<file path="config.mk">
export PLATFORM = sky130hd
export DESIGN_NAME = deadline_timer_queue
export DESIGN_NICKNAME = d
export VERILOG_FILES = /design/src/rtl/dtq_pkg.sv /design/src/rtl/dtq_datapath.sv /design/src/rtl/dtq_ctrl.sv /design/src/rtl/deadline_timer_queue.sv
export SDC_FILE = /design/constraint.sdc
export NUM_CORES = 2
export LEC_CHECK = 0
export ABC_AREA = 0
export BUFFER_PORTS_ARGS = -buffer_cell sky130_fd_sc_hd__buf_2
export CAP_MARGIN = 0
export CORE_MARGIN = 8
export CORE_UTILIZATION = 62
export CTS_CLUSTER_DIAMETER = 80
export DETAILED_ROUTE_END_ITERATION = 7
export MAX_ROUTING_LAYER = met4
export PLACE_DENSITY = 0.85
export SLEW_MARGIN = 40
export SYNTH_ARGS = -nofsm -noshare
export SYNTH_HDL_FRONTEND = slang
export SYNTH_SLANG_ARGS = --single-unit
</file>
<file path="constraint.sdc">
create_clock -name clk_i -period 16 [get_ports clk_i]
set_input_delay 1.6 -clock clk_i [delete_from_list [all_inputs] [get_ports clk_i]]
set_output_delay 1.6 -clock clk_i [all_outputs]
set_load 0.03 [all_outputs]
</file>
<file path="src/rtl/dtq_pkg.sv">
// types, codes and helpers shared by the deadline timer queue
`default_nettype none
package dtq_pkg;

  // largest 48-bit millisecond time
  localparam logic [47:0] MAX48 = 48'hFFFF_FFFF_FFFF;

  typedef enum logic [2:0] {
    KIND_ADD     = 3'd0,
    KIND_CANCEL  = 3'd1,
    KIND_RESCHED = 3'd2,
    KIND_TICK    = 3'd3,
    KIND_REPLY   = 3'd4
  } kind_e;

  typedef enum logic [1:0] {
    STAT_OK   = 2'd0,
    STAT_FULL = 2'd1,
    STAT_BAD  = 2'd2
  } status_e;

  // per-slot sweep operations
  typedef enum logic [2:0] {
    OP_NONE,
    OP_FREE,
    OP_COUNT,
    OP_UP,
    OP_DOWN,
    OP_HEAD
  } sweep_e;

  // datapath actions
  typedef enum logic [3:0] {
    ACT_NONE,
    ACT_ADD,
    ACT_CANCEL,
    ACT_RESCH_PER,
    ACT_RESCH_DL,
    ACT_RANK_WR,
    ACT_GRAB,
    ACT_TAKE,
    ACT_STOP,
    ACT_ARM
  } act_e;

  // result beat kinds
  typedef enum logic [2:0] {
    EM_NONE,
    EM_OK,
    EM_FULL,
    EM_BAD,
    EM_ADD,
    EM_EXP,
    EM_WAIT
  } emit_e;

  typedef enum logic [3:0] {
    ST_IDLE,
    ST_DECODE,
    ST_FREE,
    ST_ADD,
    ST_COUNT,
    ST_UP,
    ST_RANK,
    ST_GRAB,
    ST_RS_CMP,
    ST_DOWN,
    ST_HEAD,
    ST_HEAD_CHK,
    ST_ARM
  } state_e;

  typedef struct packed {
    logic   load;
    sweep_e op;
    logic   issue;
    act_e   act;
    emit_e  emit;
  } cmd_t;

  typedef struct packed {
    logic [2:0] kind;
    logic       chk_ok;
    logic       inq_sel;
    logic       found;
    logic       due_le;
    logic       dl_diff;
    logic       rv_neg;
  } stat_t;

  // deadline = now + delay, saturated at the 48-bit limit
  function automatic logic [47:0] due_at(input logic [47:0] now, input logic [31:0] dly);
    logic [48:0] s;
    s = {1'b0, now} + {17'b0, dly};
    return s[48] ? MAX48 : s[47:0];
  endfunction

endpackage
`default_nettype wire

</file>
<file path="src/rtl/dtq_datapath.sv">
// slot store, rank memory, sweep processing and result registers
`default_nettype none
module dtq_datapath #(
  parameter int SLOTS = 16
) (
  input  wire                          clk_i,
  input  wire                          rst_ni,
  input  dtq_pkg::cmd_t                cmd_i,
  input  wire [$clog2(SLOTS+1)-1:0]    cnt_i,
  output dtq_pkg::stat_t               stat_o,
  input  wire [2:0]                    kind_i,
  input  wire [47:0]                   now_ms_i,
  input  wire [3:0]                    timer_id_i,
  input  wire [31:0]                   delay_ms_i,
  input  wire signed [31:0]            reply_value_i,
  output logic                         valid_o,
  output logic [1:0]                   status_o,
  output logic [3:0]                   timer_id_res_o,
  output logic                         expired_o,
  output logic [31:0]                  wait_ms_o,
  output logic                         last_o
);
  localparam int SW = $clog2(SLOTS);

  // slot flags
  logic [SLOTS-1:0] used_q, await_q;
  // memories
  logic [47:0]   dl_mem [SLOTS];
  logic [31:0]   pr_mem [SLOTS];
  logic [SW-1:0] rk_mem [SLOTS];
  logic [47:0]   dl_rd_q;
  logic [31:0]   pr_rd_q;
  logic [SW-1:0] rk_rd_q;
  // item registers
  logic [2:0]    kind_q;
  logic [47:0]   now_q, dl_new_q, dl_head_q;
  logic [31:0]   delay_q, rv_q;
  logic          id_ok_q;
  logic [SW-1:0] sel_q, head_q, tgt_q, r_q, p_idx_q;
  logic          p_vld_q, found_q;
  // result registers
  logic          o_valid_q, o_exp_q, o_last_q;
  logic [1:0]    o_status_q;
  logic [3:0]    o_id_q;
  logic [31:0]   o_wait_q;
  logic          o_exp_d, o_last_d;
  logic [1:0]    o_status_d;
  logic [3:0]    o_id_d;
  logic [31:0]   o_wait_d;

  logic [SW-1:0] raddr;
  logic          p_inq, p_other, sweep_clr;
  logic [31:0]   arm_per;
  logic [47:0]   arm_dl, w48;
  logic          dl_we, pr_we, rk_we;
  logic [47:0]   dl_wd;
  logic [31:0]   pr_wd;
  logic [SW-1:0] rk_wa, rk_wd;

  assign raddr     = cmd_i.issue ? cnt_i[SW-1:0] : sel_q;
  assign p_inq     = used_q[p_idx_q] & ~await_q[p_idx_q];
  assign p_other   = (p_idx_q != sel_q);
  assign sweep_clr = cmd_i.issue && (cnt_i == '0) &&
                     (cmd_i.op == dtq_pkg::OP_FREE || cmd_i.op == dtq_pkg::OP_COUNT ||
                      cmd_i.op == dtq_pkg::OP_HEAD);
  assign arm_per   = (rv_q != '0) ? rv_q : pr_rd_q;
  assign arm_dl    = dtq_pkg::due_at(now_q, arm_per);
  assign w48       = dl_head_q - now_q;

  // memory write selection
  always_comb begin
    dl_we = 1'b0;
    dl_wd = dl_new_q;
    pr_we = 1'b0;
    pr_wd = delay_q;
    rk_we = 1'b0;
    rk_wa = sel_q;
    rk_wd = r_q;
    case (cmd_i.act)
      dtq_pkg::ACT_ADD: begin
        dl_we = 1'b1;
        pr_we = 1'b1;
      end
      dtq_pkg::ACT_RESCH_PER: pr_we = 1'b1;
      dtq_pkg::ACT_RESCH_DL:  dl_we = 1'b1;
      dtq_pkg::ACT_RANK_WR:   rk_we = 1'b1;
      dtq_pkg::ACT_ARM: begin
        dl_we = 1'b1;
        dl_wd = arm_dl;
        pr_we = (rv_q != '0);
        pr_wd = rv_q;
      end
      default: ;
    endcase
    if (p_vld_q && p_inq && p_other) begin
      if (cmd_i.op == dtq_pkg::OP_UP && rk_rd_q >= r_q) begin
        rk_we = 1'b1;
        rk_wa = p_idx_q;
        rk_wd = rk_rd_q + SW'(1);
      end else if (cmd_i.op == dtq_pkg::OP_DOWN && rk_rd_q > tgt_q) begin
        rk_we = 1'b1;
        rk_wa = p_idx_q;
        rk_wd = rk_rd_q - SW'(1);
      end
    end
  end

  // memories with registered read
  always_ff @(posedge clk_i) begin
    dl_rd_q <= dl_mem[raddr];
    pr_rd_q <= pr_mem[raddr];
    rk_rd_q <= rk_mem[raddr];
    if (dl_we) dl_mem[sel_q] <= dl_wd;
    if (pr_we) pr_mem[sel_q] <= pr_wd;
    if (rk_we) rk_mem[rk_wa] <= rk_wd;
  end

  // slot flags and sweep control
  always_ff @(posedge clk_i or negedge rst_ni) begin
    if (!rst_ni) begin
      used_q  <= '0;
      await_q <= '0;
      found_q <= 1'b0;
      p_vld_q <= 1'b0;
    end else begin
      p_vld_q <= cmd_i.issue;
      if (sweep_clr) found_q <= 1'b0;
      if (p_vld_q) begin
        if (cmd_i.op == dtq_pkg::OP_FREE && !used_q[p_idx_q] && !found_q) found_q <= 1'b1;
        if (cmd_i.op == dtq_pkg::OP_HEAD && p_inq && rk_rd_q == '0) found_q <= 1'b1;
      end
      case (cmd_i.act)
        dtq_pkg::ACT_ADD: begin
          used_q[sel_q]  <= 1'b1;
          await_q[sel_q] <= 1'b0;
        end
        dtq_pkg::ACT_CANCEL, dtq_pkg::ACT_STOP: begin
          used_q[sel_q]  <= 1'b0;
          await_q[sel_q] <= 1'b0;
        end
        dtq_pkg::ACT_TAKE: await_q[head_q] <= 1'b1;
        dtq_pkg::ACT_ARM:  await_q[sel_q]  <= 1'b0;
        default: ;
      endcase
    end
  end

  // item and sweep payload registers
  always_ff @(posedge clk_i) begin
    p_idx_q <= cnt_i[SW-1:0];
    if (cmd_i.load) begin
      kind_q   <= kind_i;
      now_q    <= now_ms_i;
      delay_q  <= delay_ms_i;
      rv_q     <= reply_value_i;
      id_ok_q  <= (32'(timer_id_i) < SLOTS);
      sel_q    <= SW'(timer_id_i);
      dl_new_q <= dtq_pkg::due_at(now_ms_i, delay_ms_i);
    end
    if (sweep_clr) r_q <= '0;
    if (p_vld_q) begin
      if (cmd_i.op == dtq_pkg::OP_FREE && !used_q[p_idx_q] && !found_q) sel_q <= p_idx_q;
      if (cmd_i.op == dtq_pkg::OP_COUNT && p_inq && p_other && dl_rd_q < dl_new_q)
        r_q <= r_q + SW'(1);
      if (cmd_i.op == dtq_pkg::OP_HEAD && p_inq && rk_rd_q == '0) begin
        head_q    <= p_idx_q;
        dl_head_q <= dl_rd_q;
      end
    end
    case (cmd_i.act)
      dtq_pkg::ACT_GRAB: tgt_q <= rk_rd_q;
      dtq_pkg::ACT_TAKE: begin
        sel_q <= head_q;
        tgt_q <= '0;
      end
      dtq_pkg::ACT_ARM: dl_new_q <= arm_dl;
      default: ;
    endcase
  end

  // result beat registers
  always_ff @(posedge clk_i or negedge rst_ni) begin
    if (!rst_ni) begin
      o_valid_q <= 1'b0;
    end else begin
      o_valid_q <= (cmd_i.emit != dtq_pkg::EM_NONE);
    end
  end

  // next result beat fields
  always_comb begin
    o_status_d = dtq_pkg::STAT_OK;
    o_id_d     = '0;
    o_exp_d    = 1'b0;
    o_wait_d   = '0;
    o_last_d   = 1'b1;
    case (cmd_i.emit)
      dtq_pkg::EM_FULL: o_status_d = dtq_pkg::STAT_FULL;
      dtq_pkg::EM_BAD:  o_status_d = dtq_pkg::STAT_BAD;
      dtq_pkg::EM_ADD:  o_id_d     = 4'(sel_q);
      dtq_pkg::EM_EXP: begin
        o_id_d   = 4'(head_q);
        o_exp_d  = 1'b1;
        o_last_d = 1'b0;
      end
      dtq_pkg::EM_WAIT: o_wait_d = (w48[47:32] != '0) ? 32'hFFFF_FFFF : w48[31:0];
      default: ;
    endcase
  end

  always_ff @(posedge clk_i) begin
    o_status_q <= o_status_d;
    o_id_q     <= o_id_d;
    o_exp_q    <= o_exp_d;
    o_wait_q   <= o_wait_d;
    o_last_q   <= o_last_d;
  end

  // status towards the controller
  always_comb begin
    stat_o.kind    = kind_q;
    stat_o.inq_sel = used_q[sel_q] & ~await_q[sel_q];
    stat_o.found   = found_q;
    stat_o.due_le  = (dl_head_q <= now_q);
    stat_o.dl_diff = (dl_new_q != dl_rd_q);
    stat_o.rv_neg  = rv_q[31];
    case (kind_q)
      dtq_pkg::KIND_CANCEL:  stat_o.chk_ok = id_ok_q && used_q[sel_q];
      dtq_pkg::KIND_RESCHED: stat_o.chk_ok = id_ok_q && used_q[sel_q] && !await_q[sel_q];
      dtq_pkg::KIND_REPLY:   stat_o.chk_ok = id_ok_q && used_q[sel_q] && await_q[sel_q];
      default:               stat_o.chk_ok = 1'b1;
    endcase
  end

  assign valid_o        = o_valid_q;
  assign status_o       = o_status_q;
  assign timer_id_res_o = o_id_q;
  assign expired_o      = o_exp_q;
  assign wait_ms_o      = o_wait_q;
  assign last_o         = o_last_q;

endmodule
`default_nettype wire

</file>
<file path="src/rtl/dtq_ctrl.sv">
// controller state machine sequencing slot sweeps and actions
`default_nettype none
module dtq_ctrl #(
  parameter int SLOTS = 16
) (
  input  wire                          clk_i,
  input  wire                          rst_ni,
  input  wire                          start_i,
  output logic                         busy_o,
  input  dtq_pkg::stat_t               stat_i,
  output dtq_pkg::cmd_t                cmd_o,
  output logic [$clog2(SLOTS+1)-1:0]   cnt_o
);
  localparam int CW = $clog2(SLOTS+1);

  dtq_pkg::state_e state_q, state_d;
  logic [CW-1:0]   cnt_q, cnt_d;
  logic            sweep, last;

  // state and sweep counter
  always_ff @(posedge clk_i or negedge rst_ni) begin
    if (!rst_ni) begin
      state_q <= dtq_pkg::ST_IDLE;
      cnt_q   <= '0;
    end else begin
      state_q <= state_d;
      cnt_q   <= cnt_d;
    end
  end

  assign sweep = (state_q == dtq_pkg::ST_FREE) || (state_q == dtq_pkg::ST_COUNT) ||
                 (state_q == dtq_pkg::ST_UP) || (state_q == dtq_pkg::ST_DOWN) ||
                 (state_q == dtq_pkg::ST_HEAD);
  assign last  = (cnt_q == CW'(SLOTS));

  // next state and commands
  always_comb begin
    state_d   = state_q;
    cmd_o     = '0;
    cmd_o.issue = sweep && !last;
    cnt_d     = (sweep && !last) ? cnt_q + CW'(1) : '0;
    case (state_q)
      dtq_pkg::ST_IDLE: begin
        if (start_i) begin
          cmd_o.load = 1'b1;
          state_d    = dtq_pkg::ST_DECODE;
        end
      end
      dtq_pkg::ST_DECODE: begin
        case (stat_i.kind)
          dtq_pkg::KIND_ADD:  state_d = dtq_pkg::ST_FREE;
          dtq_pkg::KIND_TICK: state_d = dtq_pkg::ST_HEAD;
          dtq_pkg::KIND_CANCEL: begin
            if (!stat_i.chk_ok) begin
              cmd_o.emit = dtq_pkg::EM_BAD;
              state_d    = dtq_pkg::ST_IDLE;
            end else if (stat_i.inq_sel) begin
              state_d = dtq_pkg::ST_GRAB;
            end else begin
              cmd_o.act  = dtq_pkg::ACT_CANCEL;
              cmd_o.emit = dtq_pkg::EM_OK;
              state_d    = dtq_pkg::ST_IDLE;
            end
          end
          dtq_pkg::KIND_RESCHED: begin
            if (!stat_i.chk_ok) begin
              cmd_o.emit = dtq_pkg::EM_BAD;
              state_d    = dtq_pkg::ST_IDLE;
            end else begin
              cmd_o.act = dtq_pkg::ACT_RESCH_PER;
              state_d   = dtq_pkg::ST_RS_CMP;
            end
          end
          dtq_pkg::KIND_REPLY: begin
            if (!stat_i.chk_ok) begin
              cmd_o.emit = dtq_pkg::EM_BAD;
              state_d    = dtq_pkg::ST_IDLE;
            end else if (stat_i.rv_neg) begin
              cmd_o.act  = dtq_pkg::ACT_STOP;
              cmd_o.emit = dtq_pkg::EM_OK;
              state_d    = dtq_pkg::ST_IDLE;
            end else begin
              state_d = dtq_pkg::ST_ARM;
            end
          end
          default: begin
            cmd_o.emit = dtq_pkg::EM_OK;
            state_d    = dtq_pkg::ST_IDLE;
          end
        endcase
      end
      // lowest free slot
      dtq_pkg::ST_FREE: begin
        cmd_o.op = dtq_pkg::OP_FREE;
        if (last) state_d = dtq_pkg::ST_ADD;
      end
      dtq_pkg::ST_ADD: begin
        if (!stat_i.found) begin
          cmd_o.emit = dtq_pkg::EM_FULL;
          state_d    = dtq_pkg::ST_IDLE;
        end else begin
          cmd_o.act = dtq_pkg::ACT_ADD;
          state_d   = dtq_pkg::ST_COUNT;
        end
      end
      // insert: count earlier deadlines, then open a gap
      dtq_pkg::ST_COUNT: begin
        cmd_o.op = dtq_pkg::OP_COUNT;
        if (last) state_d = dtq_pkg::ST_UP;
      end
      dtq_pkg::ST_UP: begin
        cmd_o.op = dtq_pkg::OP_UP;
        if (last) state_d = dtq_pkg::ST_RANK;
      end
      dtq_pkg::ST_RANK: begin
        cmd_o.act  = dtq_pkg::ACT_RANK_WR;
        cmd_o.emit = (stat_i.kind == dtq_pkg::KIND_ADD) ? dtq_pkg::EM_ADD : dtq_pkg::EM_OK;
        state_d    = dtq_pkg::ST_IDLE;
      end
      dtq_pkg::ST_GRAB: begin
        cmd_o.act = dtq_pkg::ACT_GRAB;
        state_d   = dtq_pkg::ST_DOWN;
      end
      dtq_pkg::ST_RS_CMP: begin
        if (stat_i.dl_diff) begin
          cmd_o.act = dtq_pkg::ACT_GRAB;
          state_d   = dtq_pkg::ST_DOWN;
        end else begin
          cmd_o.emit = dtq_pkg::EM_OK;
          state_d    = dtq_pkg::ST_IDLE;
        end
      end
      // removal: close the gap behind the slot
      dtq_pkg::ST_DOWN: begin
        cmd_o.op = dtq_pkg::OP_DOWN;
        if (last) begin
          case (stat_i.kind)
            dtq_pkg::KIND_CANCEL: begin
              cmd_o.act  = dtq_pkg::ACT_CANCEL;
              cmd_o.emit = dtq_pkg::EM_OK;
              state_d    = dtq_pkg::ST_IDLE;
            end
            dtq_pkg::KIND_RESCHED: begin
              cmd_o.act = dtq_pkg::ACT_RESCH_DL;
              state_d   = dtq_pkg::ST_COUNT;
            end
            dtq_pkg::KIND_TICK: begin
              cmd_o.emit = dtq_pkg::EM_EXP;
              state_d    = dtq_pkg::ST_HEAD;
            end
            default: state_d = dtq_pkg::ST_IDLE;
          endcase
        end
      end
      // tick: find the head of the queue
      dtq_pkg::ST_HEAD: begin
        cmd_o.op = dtq_pkg::OP_HEAD;
        if (last) state_d = dtq_pkg::ST_HEAD_CHK;
      end
      dtq_pkg::ST_HEAD_CHK: begin
        if (!stat_i.found) begin
          cmd_o.emit = dtq_pkg::EM_OK;
          state_d    = dtq_pkg::ST_IDLE;
        end else if (stat_i.due_le) begin
          cmd_o.act = dtq_pkg::ACT_TAKE;
          state_d   = dtq_pkg::ST_DOWN;
        end else begin
          cmd_o.emit = dtq_pkg::EM_WAIT;
          state_d    = dtq_pkg::ST_IDLE;
        end
      end
      dtq_pkg::ST_ARM: begin
        cmd_o.act = dtq_pkg::ACT_ARM;
        state_d   = dtq_pkg::ST_COUNT;
      end
      default: state_d = dtq_pkg::ST_IDLE;
    endcase
  end

  assign busy_o = (state_q != dtq_pkg::ST_IDLE);
  assign cnt_o  = cnt_q;

endmodule
`default_nettype wire

</file>
<file path="src/rtl/deadline_timer_queue.sv">
// sorted one-shot and repeating millisecond timer queue, top level
// adds, ticks, re-arms and queue removals sweep the slot memories one slot per cycle
// tick: each expired timer is reported in its own beat ahead of the final beat
// one item at a time; the receiver cannot stall, each beat shows for one cycle
// reset clears all slots to free; slot memories need no clearing pass
`default_nettype none
module deadline_timer_queue #(
  parameter int SLOTS = 16
) (
  input  wire               clk_i,
  input  wire               rst_ni,
  input  wire               start_i,
  output logic              busy_o,
  input  wire [2:0]         kind_i,
  input  wire [47:0]        now_ms_i,
  input  wire [3:0]         timer_id_i,
  input  wire [31:0]        delay_ms_i,
  input  wire signed [31:0] reply_value_i,
  output logic              valid_o,
  output logic [1:0]        status_o,
  output logic [3:0]        timer_id_res_o,
  output logic              expired_o,
  output logic [31:0]       wait_ms_o,
  output logic              last_o
);
  dtq_pkg::cmd_t              cmd;
  dtq_pkg::stat_t             stat;
  logic [$clog2(SLOTS+1)-1:0] cnt;

  // sequencer
  dtq_ctrl #(.SLOTS(SLOTS)) u_ctrl (
    .clk_i  (clk_i),
    .rst_ni (rst_ni),
    .start_i(start_i),
    .busy_o (busy_o),
    .stat_i (stat),
    .cmd_o  (cmd),
    .cnt_o  (cnt)
  );

  // slot store and result path
  dtq_datapath #(.SLOTS(SLOTS)) u_dp (
    .clk_i         (clk_i),
    .rst_ni        (rst_ni),
    .cmd_i         (cmd),
    .cnt_i         (cnt),
    .stat_o        (stat),
    .kind_i        (kind_i),
    .now_ms_i      (now_ms_i),
    .timer_id_i    (timer_id_i),
    .delay_ms_i    (delay_ms_i),
    .reply_value_i (reply_value_i),
    .valid_o       (valid_o),
    .status_o      (status_o),
    .timer_id_res_o(timer_id_res_o),
    .expired_o     (expired_o),
    .wait_ms_o     (wait_ms_o),
    .last_o        (last_o)
  );

endmodule
`default_nettype wire

</file>
==> results.toml <==
[floorplan]
num_io_pins = 164
die_h_um = 362
die_x_um = 362
placementRows = 127
initial_core_util_pct = 62.3
die-area_um2 = 131000
coreArea_um2 = 119000

[worst_setup_path]
worst_path_most_repeated_cell = "a211oi_1"
critPathBufInv = 3
worstSetupPathType = "reg2reg"
crit_chain = "nor4_1 > nand4_1 > nor2_4 > buf_8 > a21o_1 > ha_1 > inv_1 > fa_1 > nor2b_1 > o21a_1 > o21ai_0 > a211oi_1 > o211ai_1 > a211oi_1 > nand2b_1 > a22o_1 > or2_2 > buf_4 > a2bb2oi_2"
critical_path.top_delay_family = "compound AO/OA/AOI/OAI gates"
slowest_delay_ns = 0.79
slowest_stage = "a211oi_1"
cp_data_arrival_time_ns = 8.62
rrSetupSlack_ns = 7.89
cp-start-kind = "flop"
required_ns = 16.52
cp_max_fo = 40
setup.worst_path.end_class = "flop"

[detailed_routing]
postRouteAntennaNets = 0
wl_per_cell_um = 32.4
drt_pre_antenna_iters = 8
drt_iter0_drc = 8438
vias = 47200
wl_mm = 216
drcViolationCount = 0
post_drt_via_cell_ratio = 7.09

[power_and_ir_drop]
ir_worst_vdd_uv = 170
p_leak_nw = 28.9
powerDensity_nw_per_um2 = 180
power_mw = 15.0

[global_route]
grt-ovfl-total = 0
grt_pass1_wl_mm = 308
track_usage_pct = 33.0
grt_pass1_vias = 46100
antenna_found_initial = 28
grt_max_degree = 123

[cts]
numClockSinks = 1743
post_cts_buffers = 0
cts_tree = "done"
clk_pin_slew_ns = 0.07
ctsLongestPathBuffers = 3
cts_root_buf = "clkbuf_16"
cts_inserted_buffers = 166
clock_latency_ns = 0.82
cts-resized-gates = 0
htreeDepth = 4
postCtsHoldBufs = 0

[placement]
port_buffers = 163
place_area_um2 = 77700
gp_congestion = 1.00
dpl.hpwl_mm = 128

[sta]
period_needed_ns = 8.11
rsz0062_at_grt = "no"
fmax_mhz = 123
slew_headroom_pct = 36.9
hold_viol = 0
tightest_slew_ns = 0.941
finalCritPeriodShare_pct = 50.7
setup_viol = 0
timing.setup.tns_ns = 0
drv_slew = 0
clock_skew_ns = 0.0393

[logic_synthesis]
ys.flop_type = "edfxtp_1"
yosysMostFrequentCell = "edfxtp_1"
yosys.area.top_type_share_pct = 63.1
synth_edf_count = 1563
synth_area_leaders = "edfxtp_1 63%, mux4_2 11%, dfxtp_1 3.7%, ha_1 2.9%, nand2_1 2.1%"
syn_nets = 4955
synth_area_um2 = 74400
postSynthCellCount = 4656
yosysTopAreaCell = "edfxtp_1"
yosysUniqueCellTypes = 88
ys_ff_latch = 1743
yosysWarnings = 0
ys_seq_area_share_pct = 68.2
synth.avg_cell_area_um2 = 16.0
async_flop_share_pct = 2.52
netlist_top_cells_count = "1563 x edfxtp_1, 418 x nand2_1, 356 x mux4_2"

[final_layout]
multiInputGateArea_um2 = 22700
fin_area_um2 = 83400
fillers = 7132
nNetsFinal = 5168
drive_above_1_share_pct = 19.9
ff_latch_area_um2 = 50800
area_growth_pct = 12.1

[hold_path]
hold_path_class = "reg2reg"

[run]
max_cap_violations = 0

[outcome]
status = "complete, no violations"
[worst paths after layout]
kind,from,to,depth (start not counted)
setup / recovery,u_dp.rv_q[31],u_dp.dl_mem[10][22],19
hold / removal,u_dp.dl_rd_q[10],u_dp.dl_head_q[10],0
setup reg to reg,u_dp.rv_q[31],u_dp.dl_mem[10][22],19
hold reg to reg,u_dp.dl_rd_q[10],u_dp.dl_head_q[10],0
max in group asynchronous,rst_ni,asynchronous set/reset pin,1
min in group asynchronous,rst_ni,u_ctrl.cnt_o[1],1
[layout by cell type (no fill, tap or decap), types with 71 or more instances in the layout]
cell type,netlist,layout
mux4_2,356,356
nand2_1,418,416
edfxtp_1,1563,1563
dfxtp_1,136,134
inv_1,152,151
nor2_1,182,150
clkbuf_16,0,170
and2_1,107,107
a211oi_1,102,101
a31oi_1,132,132
ha_1,174,174
a21o_1,94,94
xnor2_1,71,71
buf_2,57,182
o21ai_0,97,93
a21oi_1,172,169
[through the flow]
step	setup WS [ns]	hold slack (ns)	instances	util (%)
final	7.89	0.428	6654	69.8
after global routing	7.81	0.445	6648	69.8
after CTS	7.75	0.436	6619	69.6
after detailed placement	7.96	0.425	6308	65.0
after global placement	8.25	0.423	6280	64.7
after floorplan	8.63	0.406	4656	-
[cells by family after synthesis]
logic type	after synthesis	share of synthesized area, %
AO/OA/AOI/OAI	880	8.13
XOR/XNOR	121	1.42
adder cells (fa/ha/maj)	177	3.01
buffers and inverters	385	2.08
flip-flops	1743	68.2
multiplexers	380	11.1
AND/OR/NAND/NOR	970	6.05
[where the power goes]
part | internal [mW] | switching [mW] | total [mW] | leakage [nW]
logic | 2.08 | 3.14 | 5.22 | 10.3
clock network | 2.25 | 1.74 | 3.99 | 2.71
registers | 5.57 | 0.254 | 5.82 | 15.9
total | 9.89 | 5.14 | 15.0 | 28.9
[cell type report]
| type | count | share of cell area, % |
|---|---|---|
| multi-input combinational | 2528 | 27.2 |
| inverter | 153 | 0.694 |
| antenna | 30 | 0.0900 |
| tap | 1612 | 2.42 |
| clock inverter | 87 | 1.09 |
| timing repair buffer | 277 | 2.15 |
| sequential | 1743 | 60.8 |
| clock buffer | 224 | 5.50 |
[sequential cells by signal (all words and copies together) (netlist names), 5 cells and up, named ones only]
register and count:
u_dp.dl_mem 768, u_dp.pr_mem 512, u_dp.rk_mem 64, u_dp.dl_head_q 48, u_dp.dl_new_q 48, u_dp.dl_rd_q 48
u_dp.now_q 48, u_dp.delay_q 32, u_dp.pr_rd_q 32, u_dp.rv_q 32, u_dp.wait_ms_o 32, u_dp.await_q 16
u_ctrl.cnt_o 5
[layer usage]
metal,global-route usage [%],wire [µm]
met1,41.9,73500
met2,50.0,99800
met3,8.10,29000
met4,16.8,13200
met5,-,0
Note: power is estimated with default switching activity, not from simulation.
